$ cat config.mk
export PLATFORM = sky130hd
export DESIGN_NAME = triangle_vertex_batcher_core_flat
export DESIGN_NICKNAME = d
export VERILOG_FILES = /design/src/tvb_pkg.sv /design/src/tvb_if.sv /design/src/tvb_lane.sv /design/src/tvb_merge.sv /design/src/triangle_vertex_batcher_core.sv /design/src/flat_wrapper.sv
export SDC_FILE = /design/constraint.sdc
export NUM_CORES = 2
export LEC_CHECK = 0
export BUFFER_PORTS_ARGS = -buffer_cell sky130_fd_sc_hd__buf_2
export CORE_UTILIZATION = 59
export CTS_BUF_LIST = sky130_fd_sc_hd__clkbuf_4 sky130_fd_sc_hd__clkbuf_8
export DETAILED_ROUTE_END_ITERATION = 10
export PLACE_DENSITY_LB_ADDON = 0.12
export SYNTH_ARGS = -nofsm -noshare
export SYNTH_HDL_FRONTEND = slang
export SYNTH_SLANG_ARGS = --single-unit
$ cat constraint.sdc
create_clock -name clk_i -period 6 [get_ports clk_i]
set_clock_uncertainty 0.05 [all_clocks]
set_input_delay 0.6 -clock clk_i [delete_from_list [all_inputs] [get_ports clk_i]]
set_output_delay 0.6 -clock clk_i [all_outputs]
set_load 0.005 [all_outputs]
$ cat src/tvb_pkg.sv
// Package for the triangle vertex batcher: field widths, record kinds,
// register indexes, FSM states and the lane merge result type.
// No dependencies.
`default_nettype none
package tvb_pkg;

  localparam int IDX_W          = 16;
  localparam int SLOT_W         = 5;
  localparam int VCNT_W         = 6;
  localparam int TCNT_W         = 7;
  localparam int CFG_W          = 7;
  localparam int SLOT_DEPTH     = 32;
  localparam int TRI_CAP        = 64;
  localparam int BATCH_VERTS_DEF    = 32;
  localparam int MAX_BATCH_TRIS_DEF = 64;
  localparam int VLIM_RESET     = 32;
  localparam int TLIM_RESET     = 64;
  localparam int VLIM_MIN       = 3;

  typedef enum logic [1:0] {
    REC_VERT  = 2'd0,
    REC_TRI   = 2'd1,
    REC_CLOSE = 2'd2
  } rec_kind_e;

  typedef enum logic [0:0] {
    CFG_VERTEX_LIMIT = 1'b0,
    CFG_TRI_LIMIT    = 1'b1
  } cfg_idx_e;

  typedef enum logic [3:0] {
    S_IDLE,
    S_MERGE,
    S_CLOSE0,
    S_VERT0,
    S_VERT1,
    S_VERT2,
    S_TRI,
    S_CLOSE1
  } state_e;

  // Placement plan for one triangle, built by the merge stage
  typedef struct packed {
    logic                   close_first;
    logic [2:0]             is_new;
    logic [2:0][SLOT_W-1:0] slot;
  } plan_t;

endpackage
`default_nettype wire

$ cat src/tvb_if.sv
// Valid/ready channel interfaces for triangle items and result records.
// Depends on tvb_pkg.
`default_nettype none
interface tvb_in_if import tvb_pkg::*; ();
  logic             valid;
  logic             ready;
  logic [IDX_W-1:0] idx0;
  logic [IDX_W-1:0] idx1;
  logic [IDX_W-1:0] idx2;
  logic             end_of_mesh;

  modport source (output valid, idx0, idx1, idx2, end_of_mesh, input ready);
  modport sink   (input valid, idx0, idx1, idx2, end_of_mesh, output ready);
endinterface

interface tvb_out_if import tvb_pkg::*; ();
  logic              valid;
  logic              ready;
  logic [1:0]        rec_kind;
  logic [SLOT_W-1:0] vert_slot;
  logic [IDX_W-1:0]  vert_source;
  logic [SLOT_W-1:0] slot_a;
  logic [SLOT_W-1:0] slot_b;
  logic [SLOT_W-1:0] slot_c;
  logic [VCNT_W-1:0] batch_verts;
  logic [TCNT_W-1:0] batch_tris;
  logic              last;

  modport source (output valid, rec_kind, vert_slot, vert_source, slot_a, slot_b, slot_c,
                  batch_verts, batch_tris, last, input ready);
  modport sink   (input valid, rec_kind, vert_slot, vert_source, slot_a, slot_b, slot_c,
                  batch_verts, batch_tris, last, output ready);
endinterface
`default_nettype wire

$ cat src/tvb_lane.sv
// One slot lane: holds one slot table entry and compares it against the
// three corner indices of the incoming triangle. Depends on tvb_pkg.
`default_nettype none
module tvb_lane import tvb_pkg::*; #(
  parameter int LANE = 0
) (
  input  wire logic                   clk_i,
  input  wire logic                   wr_en_i,
  input  wire logic [SLOT_W-1:0]      wr_slot_i,
  input  wire logic [IDX_W-1:0]       wr_data_i,
  input  wire logic [VCNT_W-1:0]      cnt_i,
  input  wire logic [2:0][IDX_W-1:0]  key_i,
  output logic      [2:0]             hit_o
);

  logic [IDX_W-1:0] entry_q;
  logic [2:0]       hit_q;
  logic             live;

  assign live  = cnt_i > VCNT_W'(LANE);
  assign hit_o = hit_q;

  always_ff @(posedge clk_i) begin
    if (wr_en_i && (wr_slot_i == SLOT_W'(LANE))) begin
      entry_q <= wr_data_i;
    end
  end

  always_ff @(posedge clk_i) begin
    for (int c = 0; c < 3; c++) begin
      hit_q[c] <= live && (entry_q == key_i[c]);
    end
  end

endmodule
`default_nettype wire

$ cat src/tvb_merge.sv
// Merge stage: encodes the lane hits per corner, counts new vertices,
// decides on a leading batch close and assigns local slots.
// Depends on tvb_pkg.
`default_nettype none
module tvb_merge import tvb_pkg::*; #(
  parameter int DEPTH = SLOT_DEPTH
) (
  input  wire logic [2:0][DEPTH-1:0]  match_i,
  input  wire logic [2:0][IDX_W-1:0]  key_i,
  input  wire logic [VCNT_W-1:0]      cnt_i,
  input  wire logic [TCNT_W-1:0]      tris_i,
  input  wire logic [VCNT_W-1:0]      vlim_i,
  input  wire logic [TCNT_W-1:0]      tlim_i,
  output plan_t                       plan_o
);

  logic [2:0]             hit;
  logic [2:0]             h;
  logic [2:0][SLOT_W-1:0] enc;
  logic                   eq01, eq02, eq12;
  logic [1:0]             needed;
  logic [VCNT_W:0]        sum;
  logic                   close;
  logic [2:0]             nw;
  logic [SLOT_W-1:0]      base;
  logic [2:0][SLOT_W-1:0] s;

  always_comb begin
    for (int c = 0; c < 3; c++) begin
      hit[c] = |match_i[c];
      enc[c] = '0;
      for (int j = 0; j < DEPTH; j++) begin
        if (match_i[c][j]) begin
          enc[c] = enc[c] | SLOT_W'(j);
        end
      end
    end
  end

  assign eq01 = key_i[0] == key_i[1];
  assign eq02 = key_i[0] == key_i[2];
  assign eq12 = key_i[1] == key_i[2];

  assign needed = 2'(!hit[0]) + 2'(!hit[1] && !eq01) + 2'(!hit[2] && !eq02 && !eq12);
  assign sum    = {1'b0, cnt_i} + (VCNT_W+1)'(needed);
  assign close  = (cnt_i != '0) && ((sum > {1'b0, vlim_i}) || (tris_i >= tlim_i));

  assign h     = close ? 3'b000 : hit;
  assign nw[0] = !h[0];
  assign nw[1] = !h[1] && !eq01;
  assign nw[2] = !h[2] && !eq02 && !eq12;
  assign base  = close ? '0 : cnt_i[SLOT_W-1:0];

  always_comb begin
    s[0] = nw[0] ? base : enc[0];
    if (nw[1]) begin
      s[1] = base + SLOT_W'(nw[0]);
    end else if (h[1]) begin
      s[1] = enc[1];
    end else begin
      s[1] = s[0];
    end
    if (nw[2]) begin
      s[2] = base + SLOT_W'(nw[0]) + SLOT_W'(nw[1]);
    end else if (h[2]) begin
      s[2] = enc[2];
    end else if (eq02) begin
      s[2] = s[0];
    end else begin
      s[2] = s[1];
    end
  end

  assign plan_o.close_first = close;
  assign plan_o.is_new      = nw;
  assign plan_o.slot        = s;

endmodule
`default_nettype wire

$ cat src/triangle_vertex_batcher_core.sv
// Top level of the triangle vertex batcher: configuration, slot lanes,
// merge stage, record sequencer and output register.
// Depends on tvb_pkg, tvb_if, tvb_lane and tvb_merge.
//
// One triangle is taken at a time. In the transfer cycle the slot lanes
// compare all open entries against the three corners, the merge stage plans
// the placement in the next cycle, and the sequencer then issues one record
// per cycle while the output register can take it: N = 1..6 records per
// triangle (close, up to three new vertices, triangle, end-of-mesh close).
// A new triangle is taken while the last record still waits in the output
// register. There is no clearing pass: only slots below the open vertex
// count are ever matched.
`default_nettype none
module triangle_vertex_batcher_core import tvb_pkg::*; #(
  parameter int BATCH_VERTS    = BATCH_VERTS_DEF,
  parameter int MAX_BATCH_TRIS = MAX_BATCH_TRIS_DEF
) (
  input  wire logic              clk_i,
  input  wire logic              rst_ni,
  input  wire logic              cfg_we_i,
  input  wire logic [0:0]        cfg_idx_i,
  input  wire logic [CFG_W-1:0]  cfg_data_i,
  tvb_in_if.sink                 in_i,
  tvb_out_if.source              out_o
);

  localparam int VLIM_CAP = (BATCH_VERTS < SLOT_DEPTH) ? BATCH_VERTS : SLOT_DEPTH;
  localparam int TLIM_CAP = (MAX_BATCH_TRIS < TRI_CAP) ? MAX_BATCH_TRIS : TRI_CAP;

  state_e                 state_q, state_d, nxt_seq;
  logic [VCNT_W-1:0]      vlimit_q;
  logic [TCNT_W-1:0]      tlimit_q;
  logic [VCNT_W-1:0]      vlim_eff;
  logic [TCNT_W-1:0]      tlim_eff;
  logic [VCNT_W-1:0]      cnt_q, cnt_d;
  logic [TCNT_W-1:0]      tris_q, tris_d;
  logic [2:0][IDX_W-1:0]  in_key;
  logic [2:0][IDX_W-1:0]  keys_q;
  logic                   eom_q;
  plan_t                  plan_c, plan_q;
  logic [VLIM_CAP-1:0][2:0] lane_hit;
  logic [2:0][VLIM_CAP-1:0] match;
  logic                   accept;
  logic                   out_free;
  logic                   emit;
  logic                   wr_en;
  logic [1:0]             vk;
  logic [SLOT_W-1:0]      vslot;

  logic                   out_valid_q;
  rec_kind_e              kind_d, kind_q;
  logic [SLOT_W-1:0]      vslot_d, vslot_q;
  logic [IDX_W-1:0]       vsrc_d, vsrc_q;
  logic [2:0][SLOT_W-1:0] tslot_d, tslot_q;
  logic [VCNT_W-1:0]      bverts_d, bverts_q;
  logic [TCNT_W-1:0]      btris_d, btris_q;
  logic                   last_d, last_q;

  // effective limits
  always_comb begin
    vlim_eff = vlimit_q;
    if (vlim_eff < VCNT_W'(VLIM_MIN)) vlim_eff = VCNT_W'(VLIM_MIN);
    if (vlim_eff > VCNT_W'(VLIM_CAP)) vlim_eff = VCNT_W'(VLIM_CAP);
    tlim_eff = tlimit_q;
    if (tlim_eff == '0) tlim_eff = TCNT_W'(1);
    if (tlim_eff > TCNT_W'(TLIM_CAP)) tlim_eff = TCNT_W'(TLIM_CAP);
  end

  always_ff @(posedge clk_i or negedge rst_ni) begin
    if (!rst_ni) begin
      vlimit_q <= VCNT_W'(VLIM_RESET);
      tlimit_q <= TCNT_W'(TLIM_RESET);
    end else if (cfg_we_i) begin
      case (cfg_idx_e'(cfg_idx_i))
        CFG_VERTEX_LIMIT: vlimit_q <= cfg_data_i[VCNT_W-1:0];
        CFG_TRI_LIMIT:    tlimit_q <= cfg_data_i[TCNT_W-1:0];
        default: ;
      endcase
    end
  end

  assign in_key[0] = in_i.idx0;
  assign in_key[1] = in_i.idx1;
  assign in_key[2] = in_i.idx2;
  assign in_i.ready = (state_q == S_IDLE);
  assign accept     = in_i.valid && in_i.ready;

  always_ff @(posedge clk_i) begin
    if (accept) begin
      keys_q <= in_key;
      eom_q  <= in_i.end_of_mesh;
    end
    if (state_q == S_MERGE) begin
      plan_q <= plan_c;
    end
  end

  // slot lanes
  for (genvar j = 0; j < VLIM_CAP; j++) begin : g_lane
    tvb_lane #(.LANE(j)) u_lane (
      .clk_i     (clk_i),
      .wr_en_i   (wr_en),
      .wr_slot_i (vslot),
      .wr_data_i (keys_q[vk]),
      .cnt_i     (cnt_q),
      .key_i     (in_key),
      .hit_o     (lane_hit[j])
    );
    for (genvar c = 0; c < 3; c++) begin : g_corner
      assign match[c][j] = lane_hit[j][c];
    end
  end

  tvb_merge #(.DEPTH(VLIM_CAP)) u_merge (
    .match_i (match),
    .key_i   (keys_q),
    .cnt_i   (cnt_q),
    .tris_i  (tris_q),
    .vlim_i  (vlim_eff),
    .tlim_i  (tlim_eff),
    .plan_o  (plan_c)
  );

  assign out_free = !out_valid_q || out_o.ready;

  // record order successor
  always_comb begin
    nxt_seq = S_IDLE;
    case (state_q)
      S_MERGE: begin
        if (plan_c.close_first)    nxt_seq = S_CLOSE0;
        else if (plan_c.is_new[0]) nxt_seq = S_VERT0;
        else if (plan_c.is_new[1]) nxt_seq = S_VERT1;
        else if (plan_c.is_new[2]) nxt_seq = S_VERT2;
        else                       nxt_seq = S_TRI;
      end
      S_CLOSE0: begin
        if (plan_q.is_new[0])      nxt_seq = S_VERT0;
        else if (plan_q.is_new[1]) nxt_seq = S_VERT1;
        else if (plan_q.is_new[2]) nxt_seq = S_VERT2;
        else                       nxt_seq = S_TRI;
      end
      S_VERT0: begin
        if (plan_q.is_new[1])      nxt_seq = S_VERT1;
        else if (plan_q.is_new[2]) nxt_seq = S_VERT2;
        else                       nxt_seq = S_TRI;
      end
      S_VERT1:  nxt_seq = plan_q.is_new[2] ? S_VERT2 : S_TRI;
      S_VERT2:  nxt_seq = S_TRI;
      S_TRI:    nxt_seq = eom_q ? S_CLOSE1 : S_IDLE;
      S_CLOSE1: nxt_seq = S_IDLE;
      default:  nxt_seq = S_IDLE;
    endcase
  end

  // next state
  always_comb begin
    state_d = state_q;
    case (state_q)
      S_IDLE:  if (accept) state_d = S_MERGE;
      S_MERGE: state_d = nxt_seq;
      S_CLOSE0, S_VERT0, S_VERT1, S_VERT2, S_TRI, S_CLOSE1: begin
        if (out_free) state_d = nxt_seq;
      end
      default: state_d = S_IDLE;
    endcase
  end

  always_comb begin
    case (state_q)
      S_VERT1: vk = 2'd1;
      S_VERT2: vk = 2'd2;
      default: vk = 2'd0;
    endcase
  end
  assign vslot = plan_q.slot[vk];

  // outputs
  always_comb begin
    emit     = 1'b0;
    wr_en    = 1'b0;
    cnt_d    = cnt_q;
    tris_d   = tris_q;
    kind_d   = REC_TRI;
    vslot_d  = '0;
    vsrc_d   = '0;
    tslot_d  = '0;
    bverts_d = '0;
    btris_d  = '0;
    last_d   = (nxt_seq == S_IDLE);
    case (state_q)
      S_CLOSE0, S_CLOSE1: begin
        emit     = out_free;
        kind_d   = REC_CLOSE;
        bverts_d = cnt_q;
        btris_d  = tris_q;
        if (out_free) begin
          cnt_d  = '0;
          tris_d = '0;
        end
      end
      S_VERT0, S_VERT1, S_VERT2: begin
        emit    = out_free;
        wr_en   = out_free;
        kind_d  = REC_VERT;
        vslot_d = vslot;
        vsrc_d  = keys_q[vk];
        if (out_free) cnt_d = cnt_q + VCNT_W'(1);
      end
      S_TRI: begin
        emit    = out_free;
        kind_d  = REC_TRI;
        tslot_d = plan_q.slot;
        if (out_free) tris_d = tris_q + TCNT_W'(1);
      end
      default: ;
    endcase
  end

  always_ff @(posedge clk_i or negedge rst_ni) begin
    if (!rst_ni) begin
      state_q     <= S_IDLE;
      cnt_q       <= '0;
      tris_q      <= '0;
      out_valid_q <= 1'b0;
    end else begin
      state_q <= state_d;
      cnt_q   <= cnt_d;
      tris_q  <= tris_d;
      if (emit) begin
        out_valid_q <= 1'b1;
      end else if (out_o.ready) begin
        out_valid_q <= 1'b0;
      end
    end
  end

  always_ff @(posedge clk_i) begin
    if (emit) begin
      kind_q   <= kind_d;
      vslot_q  <= vslot_d;
      vsrc_q   <= vsrc_d;
      tslot_q  <= tslot_d;
      bverts_q <= bverts_d;
      btris_q  <= btris_d;
      last_q   <= last_d;
    end
  end

  assign out_o.valid       = out_valid_q;
  assign out_o.rec_kind    = kind_q;
  assign out_o.vert_slot   = vslot_q;
  assign out_o.vert_source = vsrc_q;
  assign out_o.slot_a      = tslot_q[0];
  assign out_o.slot_b      = tslot_q[1];
  assign out_o.slot_c      = tslot_q[2];
  assign out_o.batch_verts = bverts_q;
  assign out_o.batch_tris  = btris_q;
  assign out_o.last        = last_q;

  // new vertices always land on the next free slot
  a_vert_slot: assert property (@(posedge clk_i) disable iff (!rst_ni)
    (emit && (state_q == S_VERT0 || state_q == S_VERT1 || state_q == S_VERT2))
      |-> (vslot == cnt_q[SLOT_W-1:0]))
    else $error("vertex placed off the free slot");

  a_cnt_cap: assert property (@(posedge clk_i) disable iff (!rst_ni)
    cnt_q <= VCNT_W'(VLIM_CAP))
    else $error("open vertex count beyond slot lanes");

  a_close_clears: assert property (@(posedge clk_i) disable iff (!rst_ni)
    (emit && (state_q == S_CLOSE0 || state_q == S_CLOSE1))
      |=> (cnt_q == '0 && tris_q == '0))
    else $error("batch close did not clear counts");

  a_last_idle: assert property (@(posedge clk_i) disable iff (!rst_ni)
    (emit && last_d) |=> (state_q == S_IDLE))
    else $error("last record issued but sequencer busy");

  a_tri_never_empty: assert property (@(posedge clk_i) disable iff (!rst_ni)
    (emit && state_q == S_TRI) |-> (cnt_q != '0))
    else $error("triangle record with empty batch");

endmodule
`default_nettype wire

$ cat src/flat_wrapper.sv
// flat-port wrapper written by rule: the top's interface ports become plain ports
module triangle_vertex_batcher_core_flat import tvb_pkg::*;
#(
  parameter int BATCH_VERTS    = BATCH_VERTS_DEF,
  parameter int MAX_BATCH_TRIS = MAX_BATCH_TRIS_DEF
)
  (clk_i, rst_ni, cfg_we_i, cfg_idx_i, cfg_data_i, in_i_valid, in_i_idx0, in_i_idx1, in_i_idx2, in_i_end_of_mesh, in_i_ready, out_o_valid, out_o_rec_kind, out_o_vert_slot, out_o_vert_source, out_o_slot_a, out_o_slot_b, out_o_slot_c, out_o_batch_verts, out_o_batch_tris, out_o_last, out_o_ready);
  tvb_in_if in_i_i ();
  tvb_out_if out_o_i ();
  input  wire logic clk_i;
  input  wire logic rst_ni;
  input  wire logic cfg_we_i;
  input  wire logic [0:0] cfg_idx_i;
  input  wire logic [CFG_W-1:0] cfg_data_i;
  input wire logic [$bits(in_i_i.valid)-1:0] in_i_valid;
  input wire logic [$bits(in_i_i.idx0)-1:0] in_i_idx0;
  input wire logic [$bits(in_i_i.idx1)-1:0] in_i_idx1;
  input wire logic [$bits(in_i_i.idx2)-1:0] in_i_idx2;
  input wire logic [$bits(in_i_i.end_of_mesh)-1:0] in_i_end_of_mesh;
  output wire logic [$bits(in_i_i.ready)-1:0] in_i_ready;
  output wire logic [$bits(out_o_i.valid)-1:0] out_o_valid;
  output wire logic [$bits(out_o_i.rec_kind)-1:0] out_o_rec_kind;
  output wire logic [$bits(out_o_i.vert_slot)-1:0] out_o_vert_slot;
  output wire logic [$bits(out_o_i.vert_source)-1:0] out_o_vert_source;
  output wire logic [$bits(out_o_i.slot_a)-1:0] out_o_slot_a;
  output wire logic [$bits(out_o_i.slot_b)-1:0] out_o_slot_b;
  output wire logic [$bits(out_o_i.slot_c)-1:0] out_o_slot_c;
  output wire logic [$bits(out_o_i.batch_verts)-1:0] out_o_batch_verts;
  output wire logic [$bits(out_o_i.batch_tris)-1:0] out_o_batch_tris;
  output wire logic [$bits(out_o_i.last)-1:0] out_o_last;
  input wire logic [$bits(out_o_i.ready)-1:0] out_o_ready;
  assign in_i_i.valid = in_i_valid;
  assign in_i_i.idx0 = in_i_idx0;
  assign in_i_i.idx1 = in_i_idx1;
  assign in_i_i.idx2 = in_i_idx2;
  assign in_i_i.end_of_mesh = in_i_end_of_mesh;
  assign in_i_ready = in_i_i.ready;
  assign out_o_valid = out_o_i.valid;
  assign out_o_rec_kind = out_o_i.rec_kind;
  assign out_o_vert_slot = out_o_i.vert_slot;
  assign out_o_vert_source = out_o_i.vert_source;
  assign out_o_slot_a = out_o_i.slot_a;
  assign out_o_slot_b = out_o_i.slot_b;
  assign out_o_slot_c = out_o_i.slot_c;
  assign out_o_batch_verts = out_o_i.batch_verts;
  assign out_o_batch_tris = out_o_i.batch_tris;
  assign out_o_last = out_o_i.last;
  assign out_o_i.ready = out_o_ready;
  triangle_vertex_batcher_core #(.BATCH_VERTS(BATCH_VERTS), .MAX_BATCH_TRIS(MAX_BATCH_TRIS)) u_core (.clk_i(clk_i), .rst_ni(rst_ni), .cfg_we_i(cfg_we_i), .cfg_idx_i(cfg_idx_i), .cfg_data_i(cfg_data_i), .in_i(in_i_i), .out_o(out_o_i));
endmodule
==> metrics.yaml <==
clocking:
  worst_setup_hold_path_clk_slew_ns: 0.06
  cts_tree: "built"
  cts_inserted_buffers: 130
  insertion_delay_ns: 0.81
  cts_max_level: 4
  cts-root-buf: "sky130_fd_sc_hd__clkbuf_8"
  clock_sink_count: 757
  clock_path_buffers: 3
run_status:
  status: "finished, violations left"
  failing_checks: "capacitance limit"
synthesis:
  muxShareOfSynthArea_pct: 0.984
  xor_xnor_cell_area_share_of_the_yosys_netlist_pct: 32.1
  synth_edf_count: 631
  post_synthesis_instance_area_um2: 43500
  synth-compound-area-share_pct: 2.08
  yosysSeqAreaShare_pct: 49.7
  ys_types: 75
  synthesis.yosys.warnings: 0
  post_synth.cell_area_avg_um2: 11.6
  synthesis.instances: 3751
  mappedNetlistNets: 3838
  yosys_most_used_dff: "sky130_fd_sc_hd__edfxtp_1"
  synthAdderAreaFrac_pct: 0.754
  main_combinational_cell_family_by_area_after_synthesis: "XOR/XNOR gates"
  yosys_register_bits: 757
  asyncSetResetFlopFracSynth_pct: 3.96
  simple_logic_cell_fraction_of_the_synthesized_area_pct: 12.1
placed_design:
  dpl.hpwl_mm: 114
  port_buffers: 115
  final_weighted_congestion_in_routability_driven_placement: 1.07
  placedCellCount: 4781
die:
  die_w_um: 273
  floorplan.core_area_um2: 73000
  placement_rows: 99
  pin_count: 116
  start_util_pct: 59.6
  floorplan.die.height_um: 273
  design.die.area_um2: 74800
final_layout:
  layout.nets: 4050
  layout-drive-gt1-share_pct: 14.2
  syn2layout_area_growth_pct: 12.2
  finish.cell_count_without_fillers: 5027
route:
  postRouteAntennaNets: 0
  routed_via_density: 6.79
  detailroute.via_count: 34100
  wire_per_inst_um: 35.5
  drtIter0Drc: 5151
  drt-total-wl_mm: 178
  drc: 0
  drt_pass1_iterations: 5
power:
  finalPower_mw: 17.9
  power-per-cell-area_nw_per_um2: 367
  vdd.ir_drop.worst_mv: 0.470
  power.leakage_nw: 17.9
worst_setup_path:
  critical_path.slowest_cell: "sky130_fd_sc_hd__or4_4"
  worst_ep_arrival_time_ns: 6.31
  critical-path-top-delay-family: "simple AND/OR/NAND/NOR gates"
  critical_path_class: "reg -> reg"
  worstPathRequired_ns: 6.57
  critical_path.endpoint_type: "flip-flop"
  critical_path.max_fanout: 11
  setup.worst_path.start_class: "flip-flop"
  max_stage_delay_ns: 0.54
  crit_buf_inv: 3
sta:
  report.final.setup_viol: 0
  final_min_period_over_clock_period_pct: 95.7
  timing.final.max_slew_violations: 0
  hold_slack_ns: 0.162
  layout_min_cycle_time_ns: 5.74
  hold_viol: 0
  timing.fmax_mhz: 174
  tightestPinTransition_ns: 1.48
  relSlewSlack_pct: 0.903
min_path:
  worst_hold_path_type: "in -> reg"
grt:
  grt_pass1_vias: 33200
  antenna_found_initial: 18
  grt_max_degree: 50
  gr-usage-all-layers_pct: 47.4
  first_pass_grt_wire_length_mm: 246
  grt_remaining_overflow: 0
flow_run:
  max_cap_viol_count: 1
-- cells by family (layout without fill, tap and decap cells) --
| logic type | after synthesis | count (layout) |
|---|---|---|
| xor gates and xnor gates | 1596 | 1596 |
| muxes | 41 | 41 |
| AOI/OAI and AO/OA | 144 | 144 |
| other | 0 | 9 |
| adders and majority gates | 25 | 25 |
| and+or+nand+nor | 941 | 941 |
| buffers and inverters | 247 | 555 |
| DFF | 757 | 757 |
-- path summary, 6_finish.rpt --
kind                                                                start                        endpoint  slack, ns  cells past startpoint
worst min register to register             u_core.tlimit_q[0]$_DFFE_PN0P_  u_core.tlimit_q[0]$_DFFE_PN0P_       0.47                      1
worst max-delay path            u_core.g_lane[30].u_lane.hit_o[2]$_DFF_P_     u_core.plan_q[14]$_DFFE_PP_       0.26                     25
min in group asynchronous                                          rst_ni   u_core.state_q[0]$_DFFE_PN0P_       0.36                      2
worst min-delay path                                            cfg_idx_i  u_core.vlimit_q[5]$_DFFE_PN1P_       0.16                      4
worst max register to register  u_core.g_lane[30].u_lane.hit_o[2]$_DFF_P_     u_core.plan_q[14]$_DFFE_PP_       0.26                     25
max in group asynchronous                                          rst_ni  u_core.tlimit_q[1]$_DFFE_PN0P_       5.06                      2
-- timing repair --
action,CTS,global route
gates resized for setup,0,18
buffers inserted,0,0
setup endpoints to repair,0,2
endpoints found under the hold margin,42,0
hold buffers,9,0
-- Yosys cell counts, types with 26 or more instances --
cell type                  number  area (µm²)
sky130_fd_sc_hd__nand2_1       85         319
sky130_fd_sc_hd__nor2_1       127         477
sky130_fd_sc_hd__xnor2_1      269        2360
sky130_fd_sc_hd__dfxtp_1       96        1920
sky130_fd_sc_hd__edfxtp_1     631       18900
sky130_fd_sc_hd__o21ai_0       37         185
sky130_fd_sc_hd__xor2_1      1327       11600
sky130_fd_sc_hd__and2_1        26         163
sky130_fd_sc_hd__and3_1        29         181
sky130_fd_sc_hd__nor3_1        79         395
sky130_fd_sc_hd__nand4_1      134         838
sky130_fd_sc_hd__clkbuf_1      82         308
sky130_fd_sc_hd__nand3_1       43         215
sky130_fd_sc_hd__nor4_1       363        2270
sky130_fd_sc_hd__dfrtp_1       28         701
sky130_fd_sc_hd__a21oi_1       43         215
sky130_fd_sc_hd__buf_1        145         544
sky130_fd_sc_hd__mux2i_1       27         270
-- final cells by class --
cell class,instances,area [µm²]
antenna,9,22.5
clock buffer,176,2180
clock inverter,52,374
fill,5562,24200
inverter,15,56.3
multi-input combinational,2747,21200
sequential,757,21600
tap,959,1200
timing repair buffer,312,2140
-- registers in the layout (all words and copies together) (netlist names) --
name / cells
u_core.g_lane.u_lane.entry_q: 512
u_core.g_lane.u_lane.hit_o: 96
u_core.keys_q: 48
u_core.plan_q: 18
u_core.out_o.vert_source: 16
u_core.out_o.batch_tris: 7
u_core.tlimit_q: 7
u_core.tris_q: 7
u_core.cnt_q: 6
u_core.out_o.batch_verts: 6
u_core.vlimit_q: 6
u_core.out_o.slot_a: 5
u_core.out_o.slot_b: 5
u_core.out_o.slot_c: 5
u_core.out_o.vert_slot: 5
u_core.state_q: 3
u_core.out_o.rec_kind: 2
u_core.eom_q: 1
u_core.out_o.last: 1
u_core.out_o.valid: 1
-- metrics by stage --
step	setup TNS [ns]	instance area [µm²]	utilization (%)	setup WS, ns
final	0	48800	66.9	0.260
after global routing	-0.00349	48800	66.8	-0.00349
after floorplan	0	43500	-	0.0104
after detailed placement	0	46000	63.1	0.0473
after global placement	-0.00326	46000	63.1	-0.00326
after CTS	0	48700	66.7	0.0403
-- worst register-to-register path, cell delays in order (launching register included) --
cell and delay [ns]:
sky130_fd_sc_hd__dfxtp_1 0.32, sky130_fd_sc_hd__or4_4 0.54, sky130_fd_sc_hd__nand2b_4 0.17, sky130_fd_sc_hd__or3_4 0.39, sky130_fd_sc_hd__or3_4 0.42, sky130_fd_sc_hd__nor2_4 0.10, sky130_fd_sc_hd__ha_2 0.18, sky130_fd_sc_hd__inv_1 0.06
sky130_fd_sc_hd__fa_2 0.39, sky130_fd_sc_hd__nor2_2 0.13, sky130_fd_sc_hd__xor2_1 0.08, sky130_fd_sc_hd__ha_1 0.34, sky130_fd_sc_hd__nand3_2 0.09, sky130_fd_sc_hd__o21ai_2 0.15, sky130_fd_sc_hd__o311ai_2 0.13, sky130_fd_sc_hd__o31a_1 0.35
sky130_fd_sc_hd__buf_4 0.14, sky130_fd_sc_hd__buf_4 0.17, sky130_fd_sc_hd__nor2_1 0.11, sky130_fd_sc_hd__ha_2 0.22, sky130_fd_sc_hd__nand2_2 0.07, sky130_fd_sc_hd__xor2_2 0.16, sky130_fd_sc_hd__mux2_4 0.28, sky130_fd_sc_hd__o21bai_1 0.22
sky130_fd_sc_hd__a2111oi_2 0.11, sky130_fd_sc_hd__a211oi_1 0.23
-- placed cells by master, fill, tap and decap left out, drive strengths merged, types with 4 or more instances in the layout --
cell	instances
a21o	8
a21oi	43
a22o	4
a31oi	6
and2	27
and3	31
buf	303
bufinv	4
clkbuf	176
clkinv	36
clkinvlp	7
dfrtp	28
dfxtp	96
diode	9
dlygate4sd3	9
edfxtp	631
ha	23
inv	20
mux2	14
mux2i	27
nand2	85
nand2b	12
nand3	43
nand3b	6
nand4	134
nor2	127
nor2b	8
nor3	79
nor4	364
o2111ai	4
o211ai	4
o21ai	42
or2	4
or4	12
xnor2	269
xor2	1327
-- metal layers --
layer / part of all wire (%) / up-vias / GRT usage, %
li1: - / 13700 / -
met4: 8.4 / 14 / 34.7
met5: 0.053 / - / 0
met1: 36 / 16600 / 60.0
met3: 14 / 839 / 14.3
met2: 42 / 3017 / 68.9
-- power breakdown --
part	internal, mW	switching, mW	leakage (nW)
registers	6.90	0.394	6.88
clock network	2.53	2.22	1.34
logic	1.53	4.32	9.65
total	11.0	6.93	17.9
Power figures use the tool's default switching activity.
